$ cat src/rtl/core/gqi_pkg.sv
// Shared types, constants and lookup functions for the gyro quaternion integrator.
package gqi_pkg;

    localparam int QUAT_WIDTH = 32;
    localparam logic [32:0] DEG_TO_RAD_Q32 = 33'd74961321;
    localparam logic signed [36:0] LIM31_POS = 37'sd2147483647;
    localparam logic signed [36:0] LIM31_NEG = -37'sd2147483647;
    localparam logic [30:0] SAT_MAG = 31'h7fffffff;
    localparam logic [31:0] HALF_TICK_RESET = 32'd2147484;
    localparam logic signed [31:0] ONE_Q30 = 32'sh40000000;

    typedef enum logic [4:0] {
        OP_NONE,
        OP_LOAD,
        OP_H,
        OP_HCAP,
        OP_MK,
        OP_MKCAP,
        OP_PP,
        OP_PPACC,
        OP_ANG,
        OP_TERM,
        OP_TERMACC,
        OP_SUM,
        OP_SCALE,
        OP_SQ,
        OP_SQACC,
        OP_SQRT_INIT,
        OP_SQRT_STEP,
        OP_DIVINIT,
        OP_DIVSTEP,
        OP_DIVDONE,
        OP_EMIT
    } op_t;

    typedef struct packed {
        op_t        op;
        logic [1:0] idx;
        logic [1:0] sub;
    } cmd_t;

    typedef struct packed {
        logic prev_zero;
        logic big;
        logic norm_zero;
        logic out_full;
    } status_t;

    // Which stored component multiplies the half angle of axis "term" in sum "comp".
    function automatic logic [1:0] term_qsel(input logic [1:0] comp, input logic [1:0] term);
        logic [1:0] r;
        r = 2'd0;
        case ({comp, term})
            4'b0000: r = 2'd1;
            4'b0001: r = 2'd2;
            4'b0010: r = 2'd3;
            4'b0100: r = 2'd0;
            4'b0101: r = 2'd3;
            4'b0110: r = 2'd2;
            4'b1000: r = 2'd3;
            4'b1001: r = 2'd0;
            4'b1010: r = 2'd1;
            4'b1100: r = 2'd2;
            4'b1101: r = 2'd1;
            4'b1110: r = 2'd0;
            default: r = 2'd0;
        endcase
        return r;
    endfunction

    // Sign of that product in the quaternion derivative.
    function automatic logic term_neg(input logic [1:0] comp, input logic [1:0] term);
        logic r;
        r = 1'b0;
        case ({comp, term})
            4'b0000: r = 1'b1;
            4'b0001: r = 1'b1;
            4'b0010: r = 1'b1;
            4'b0101: r = 1'b1;
            4'b1010: r = 1'b1;
            4'b1100: r = 1'b1;
            default: r = 1'b0;
        endcase
        return r;
    endfunction

endpackage

$ cat src/rtl/core/gqi_ctrl.sv
// Controller: sequences the datapath through one integration step per sample.
module gqi_ctrl (
    input  logic             clk,
    input  logic             rst_n,
    input  logic             s_tvalid,
    output logic             s_tready,
    input  gqi_pkg::status_t status,
    output gqi_pkg::cmd_t    cmd
);

    typedef enum logic [4:0] {
        ST_IDLE,
        ST_H,
        ST_HCAP,
        ST_MK,
        ST_MKCAP,
        ST_PP,
        ST_PPACC,
        ST_ANG,
        ST_TERM,
        ST_TERMACC,
        ST_SUM,
        ST_SCALE,
        ST_SQ,
        ST_SQACC,
        ST_SQRT_INIT,
        ST_SQRT,
        ST_NCHK,
        ST_DIVINIT,
        ST_DIV,
        ST_DIVDONE,
        ST_EMIT
    } state_t;

    state_t     state_reg;
    logic [1:0] idx_reg;
    logic [1:0] sub_reg;
    logic [4:0] step_reg;

    assign s_tready = (state_reg == ST_IDLE);

    always_comb
    begin
        cmd.idx = idx_reg;
        cmd.sub = sub_reg;
        case (state_reg)
            ST_IDLE:      cmd.op = s_tvalid ? gqi_pkg::OP_LOAD : gqi_pkg::OP_NONE;
            ST_H:         cmd.op = gqi_pkg::OP_H;
            ST_HCAP:      cmd.op = gqi_pkg::OP_HCAP;
            ST_MK:        cmd.op = gqi_pkg::OP_MK;
            ST_MKCAP:     cmd.op = gqi_pkg::OP_MKCAP;
            ST_PP:        cmd.op = gqi_pkg::OP_PP;
            ST_PPACC:     cmd.op = gqi_pkg::OP_PPACC;
            ST_ANG:       cmd.op = gqi_pkg::OP_ANG;
            ST_TERM:      cmd.op = gqi_pkg::OP_TERM;
            ST_TERMACC:   cmd.op = gqi_pkg::OP_TERMACC;
            ST_SUM:       cmd.op = gqi_pkg::OP_SUM;
            ST_SCALE:     cmd.op = gqi_pkg::OP_SCALE;
            ST_SQ:        cmd.op = gqi_pkg::OP_SQ;
            ST_SQACC:     cmd.op = gqi_pkg::OP_SQACC;
            ST_SQRT_INIT: cmd.op = gqi_pkg::OP_SQRT_INIT;
            ST_SQRT:      cmd.op = gqi_pkg::OP_SQRT_STEP;
            ST_DIVINIT:   cmd.op = gqi_pkg::OP_DIVINIT;
            ST_DIV:       cmd.op = gqi_pkg::OP_DIVSTEP;
            ST_DIVDONE:   cmd.op = gqi_pkg::OP_DIVDONE;
            ST_EMIT:      cmd.op = status.out_full ? gqi_pkg::OP_NONE : gqi_pkg::OP_EMIT;
            default:      cmd.op = gqi_pkg::OP_NONE;
        endcase
    end

    always_ff @(posedge clk or negedge rst_n)
    begin
        if (!rst_n)
        begin
            state_reg <= ST_IDLE;
            idx_reg   <= 2'd0;
            sub_reg   <= 2'd0;
            step_reg  <= 5'd0;
        end
        else
        begin
            case (state_reg)
                ST_IDLE:
                begin
                    // The very first sample only records its time.
                    if (s_tvalid && !status.prev_zero)
                    begin
                        state_reg <= ST_H;
                    end
                end
                ST_H:
                begin
                    state_reg <= ST_HCAP;
                end
                ST_HCAP:
                begin
                    idx_reg   <= 2'd0;
                    state_reg <= ST_MK;
                end
                ST_MK:
                begin
                    state_reg <= ST_MKCAP;
                end
                ST_MKCAP:
                begin
                    sub_reg   <= 2'd0;
                    state_reg <= ST_PP;
                end
                ST_PP:
                begin
                    state_reg <= ST_PPACC;
                end
                ST_PPACC:
                begin
                    sub_reg   <= sub_reg + 2'd1;
                    state_reg <= (sub_reg == 2'd3) ? ST_ANG : ST_PP;
                end
                ST_ANG:
                begin
                    if (idx_reg == 2'd2)
                    begin
                        idx_reg   <= 2'd0;
                        sub_reg   <= 2'd0;
                        state_reg <= ST_TERM;
                    end
                    else
                    begin
                        idx_reg   <= idx_reg + 2'd1;
                        state_reg <= ST_MK;
                    end
                end
                ST_TERM:
                begin
                    state_reg <= ST_TERMACC;
                end
                ST_TERMACC:
                begin
                    if (sub_reg == 2'd2)
                    begin
                        state_reg <= ST_SUM;
                    end
                    else
                    begin
                        sub_reg   <= sub_reg + 2'd1;
                        state_reg <= ST_TERM;
                    end
                end
                ST_SUM:
                begin
                    sub_reg <= 2'd0;
                    if (idx_reg == 2'd3)
                    begin
                        state_reg <= ST_SCALE;
                    end
                    else
                    begin
                        idx_reg   <= idx_reg + 2'd1;
                        state_reg <= ST_TERM;
                    end
                end
                ST_SCALE:
                begin
                    // Halve all four sums until every one fits in Q2.30.
                    if (!status.big)
                    begin
                        idx_reg   <= 2'd0;
                        state_reg <= ST_SQ;
                    end
                end
                ST_SQ:
                begin
                    state_reg <= ST_SQACC;
                end
                ST_SQACC:
                begin
                    if (idx_reg == 2'd3)
                    begin
                        state_reg <= ST_SQRT_INIT;
                    end
                    else
                    begin
                        idx_reg   <= idx_reg + 2'd1;
                        state_reg <= ST_SQ;
                    end
                end
                ST_SQRT_INIT:
                begin
                    step_reg  <= 5'd0;
                    state_reg <= ST_SQRT;
                end
                ST_SQRT:
                begin
                    step_reg <= step_reg + 5'd1;
                    if (step_reg == 5'd31)
                    begin
                        state_reg <= ST_NCHK;
                    end
                end
                ST_NCHK:
                begin
                    idx_reg   <= 2'd0;
                    state_reg <= status.norm_zero ? ST_EMIT : ST_DIVINIT;
                end
                ST_DIVINIT:
                begin
                    step_reg  <= 5'd0;
                    state_reg <= ST_DIV;
                end
                ST_DIV:
                begin
                    step_reg <= step_reg + 5'd1;
                    if (step_reg == 5'd31)
                    begin
                        state_reg <= ST_DIVDONE;
                    end
                end
                ST_DIVDONE:
                begin
                    if (idx_reg == 2'd3)
                    begin
                        state_reg <= ST_EMIT;
                    end
                    else
                    begin
                        idx_reg   <= idx_reg + 2'd1;
                        state_reg <= ST_DIVINIT;
                    end
                end
                ST_EMIT:
                begin
                    if (!status.out_full)
                    begin
                        state_reg <= ST_IDLE;
                    end
                end
                default:
                begin
                    state_reg <= ST_IDLE;
                end
            endcase
        end
    end

endmodule
$ cat config.mk
export PLATFORM = sky130hd
export DESIGN_NAME = gqi_ctrl
export DESIGN_NICKNAME = d
export VERILOG_FILES = /design/src/rtl/core/gqi_pkg.sv /design/src/rtl/core/gqi_ctrl.sv
export SDC_FILE = /design/constraint.sdc
export NUM_CORES = 1
export LEC_CHECK = 0
export ABC_AREA = 1
export BUFFER_PORTS_ARGS = -buffer_cell sky130_fd_sc_hd__buf_2
export CAP_MARGIN = 20
export CORE_MARGIN = 3
export CORE_UTILIZATION = 40
export DETAILED_ROUTE_END_ITERATION = 10
export MAX_ROUTING_LAYER = met4
export SETUP_SLACK_MARGIN = 0.3
export SLEW_MARGIN = 25
export SYNTH_ARGS = -nofsm -noshare
export SYNTH_HDL_FRONTEND = slang
export SYNTH_SLANG_ARGS = --single-unit
$ cat constraint.sdc
create_clock -name clk -period 4.3 [get_ports clk]
set_input_delay 0.215 -clock clk [delete_from_list [all_inputs] [get_ports clk]]
set_output_delay 0.215 -clock clk [all_outputs]
set_load 0.05 [all_outputs]
==> reports/qor.yml <==
final_cell_mix: "nand2_1, inv_1, nor2_1"
ys_seq_elements: 14
io_buffers: 16
max_clock_freq_ghz: 0.457
ys.flop_type: "dfrtp_1"
fin_crit_ns: 2.19
crit_slowest_cell: "dfrtp_1"
synthDominantCellAreaShare: 0.265
ys_top_cells_by_area: "dfrtp_1, nand2_1, inv_1"
powerDensity_nw_per_um2: 771
seq_area_frac_synth: 0.265
synth_area_um2: 1320
dieHeight_um: 63.4
worst_pin_slew_ns: 0.724
setup_violations: 0
mostFrequentLayoutCell: "nand2_1"
ant_nets: 0
drive_gt1_frac: 0.190
synth_fp_nets: 214
grt_pass1_vias: 1229
root_buffer: "clkbuf_4"
rsz0062_at_grt: "no"
cts_hold_buf: 1
synth_top_cell_by_area: "dfrtp_1"
io_pins: 17
wl_per_cell_um: 11.7
start_util: 0.425
diodes: 0
max_stage_delay_ns: 0.54
cp.arrival_ns: 1.97
cts.repair.resized: 0
syn_inst: 199
avgSynthCellArea_um2: 6.63
fin_nets: 232
regArea_um2: 350
grt_max_degree: 15
drt-initial-drc-count: 68
routed_wl_mm: 3.04
fin_crit_sh: 0.509
rows: 20
crit_type: "reg -> out"
path_delay_family: "flip-flops"
cts_buffer_depth: 2
antenna_found_initial: 0
synth_edf_count: 0
tns_ns: 0
clkTransAtPathRegs_ns: 0.09
worstPathCellList: "nor2_1 -> nand3_1 -> o21ai_0 -> a21oi_1 -> o221ai_1 -> buf_2"
async_reset_ff_frac: 1.00
critPathBufInv: 1
core_region_area_um2: 3100
slew_headroom: 0.513
hold_viol_final: 0
endpoint_kind: "output port"
cp.required_ns: 4.09
crit_path_max_fanout: 10
drv_cap: 0
die_w_um: 63.4
post-cts-setup-buffers: 0
yosysWarnings: 0
viasPerCell: 5.00
dr.pass1.iters: 4
start_kind: "register"
cts_made_buffers: 3
syn_to_final_growth_pct: 10.1
synth_cell_types: 28
ir_drop_v: 0.000405
multi_input_area_um2: 802
hold_class: "in -> async"
p_leak_uw: 0.000825
grt_first_pass_wirelength_mm: 5.55
gp_congestion: 0.974
cts_tree: "yes"
fill_cells: 343
final_max_slew_viol_count: 0
startpoint: "state_reg[0]$_DFFE_PN0P_"
use_met1: 0.236
dr_total_vias: 1299
power_uw: 1120
met2_usage: 0.245
busiest_layer: "met2"
grt_use_total: 0.174
skew_ns: 0.00232
dp_hpwl_mm: 2.47
dieArea_um2: 4030
run_status: "complete, no violations"
clock_latency_ns: 0.28
drc: 0
h-tree-depth: 1
r2r_start: "state_reg[1]$_DFFE_PN0P_"
use_met3: 0.0267
grt-ovfl-total: 0
cts_sinks: 14
synthesized netlist by cell type (4+ instances only):
library cell and count:
inv_1 27, inv_2 5, o21ai_1 4, ha_1 8, dfrtp_1 14, nand3_1 18, a21oi_1 6, o21ai_0 7
nor2_1 20, nand2_2 4, nand2_1 55
worst paths after layout:
path	depth (start not counted)	slack (ns)	end
worst min register to register	1	0.52	step_reg[0]$_DFFE_PN0P_
worst max register to register	3	2.51	step_reg[4]$_DFFE_PN0P_
max in group asynchronous	2	3.70	state_reg[3]$_DFFE_PN0P_
worst max-delay path	6	2.11	cmd[4]
worst min-delay path	2	0.36	step_reg[0]$_DFFE_PN0P_
min in group clk	7	0.39	state_reg[2]$_DFFE_PN0P_
area by class of cell:
cell class              instances  share of cell area
clock buffers                   4              0.0250
inverters                      32              0.0826
multi-input cells             149               0.552
flip-flops and latches         14               0.241
well taps                      44              0.0379
repair buffers                 17              0.0620
power breakdown:
group / internal [uW] / switching [uW] / total, uW
clock network: 51.5 / 44.2 / 95.7
registers: 178 / 92.6 / 271
logic: 213 / 541 / 754
kinds of logic (layout without fill, tap and decap cells):
family	count (synthesis)	in the layout	synth area share
xor+xnor	1	1	0.00664
simple gates	114	114	0.410
fa+ha+maj	8	8	0.0758
compound gates	26	26	0.115
buf+inv	36	53	0.127
flops	14	14	0.265
per-layer routing:
| metal | vias up | wire length, um | part of all wire |
|---|---|---|---|
| li1 | 667 | - | - |
| met1 | 575 | 1520 | 0.50 |
| met2 | 43 | 1230 | 0.40 |
| met3 | 14 | 171 | 0.056 |
| met4 | 0 | 114 | 0.038 |
| met5 | - | 0 | 0 |
per-stage QoR:
stage                     utilization  area (um^2)  hold slack (ns)  cells  setup slack (ns)
after floorplan                     -         1320          -0.0806    199              2.45
after global placement          0.454         1410            0.129    255              2.36
after detailed placement        0.454         1410            0.136    255              2.45
after CTS                       0.469         1450            0.361    260              2.12
after global routing            0.469         1450            0.374    260              1.93
final                           0.469         1450            0.358    260              2.11
worst register-to-register path, cell delays in order (launching register included):
cell and delay, ns:
dfrtp_1 0.65, inv_1 0.18, o31ai_1 0.66, o21ai_0 0.16
Power figures use the tool's default switching activity.
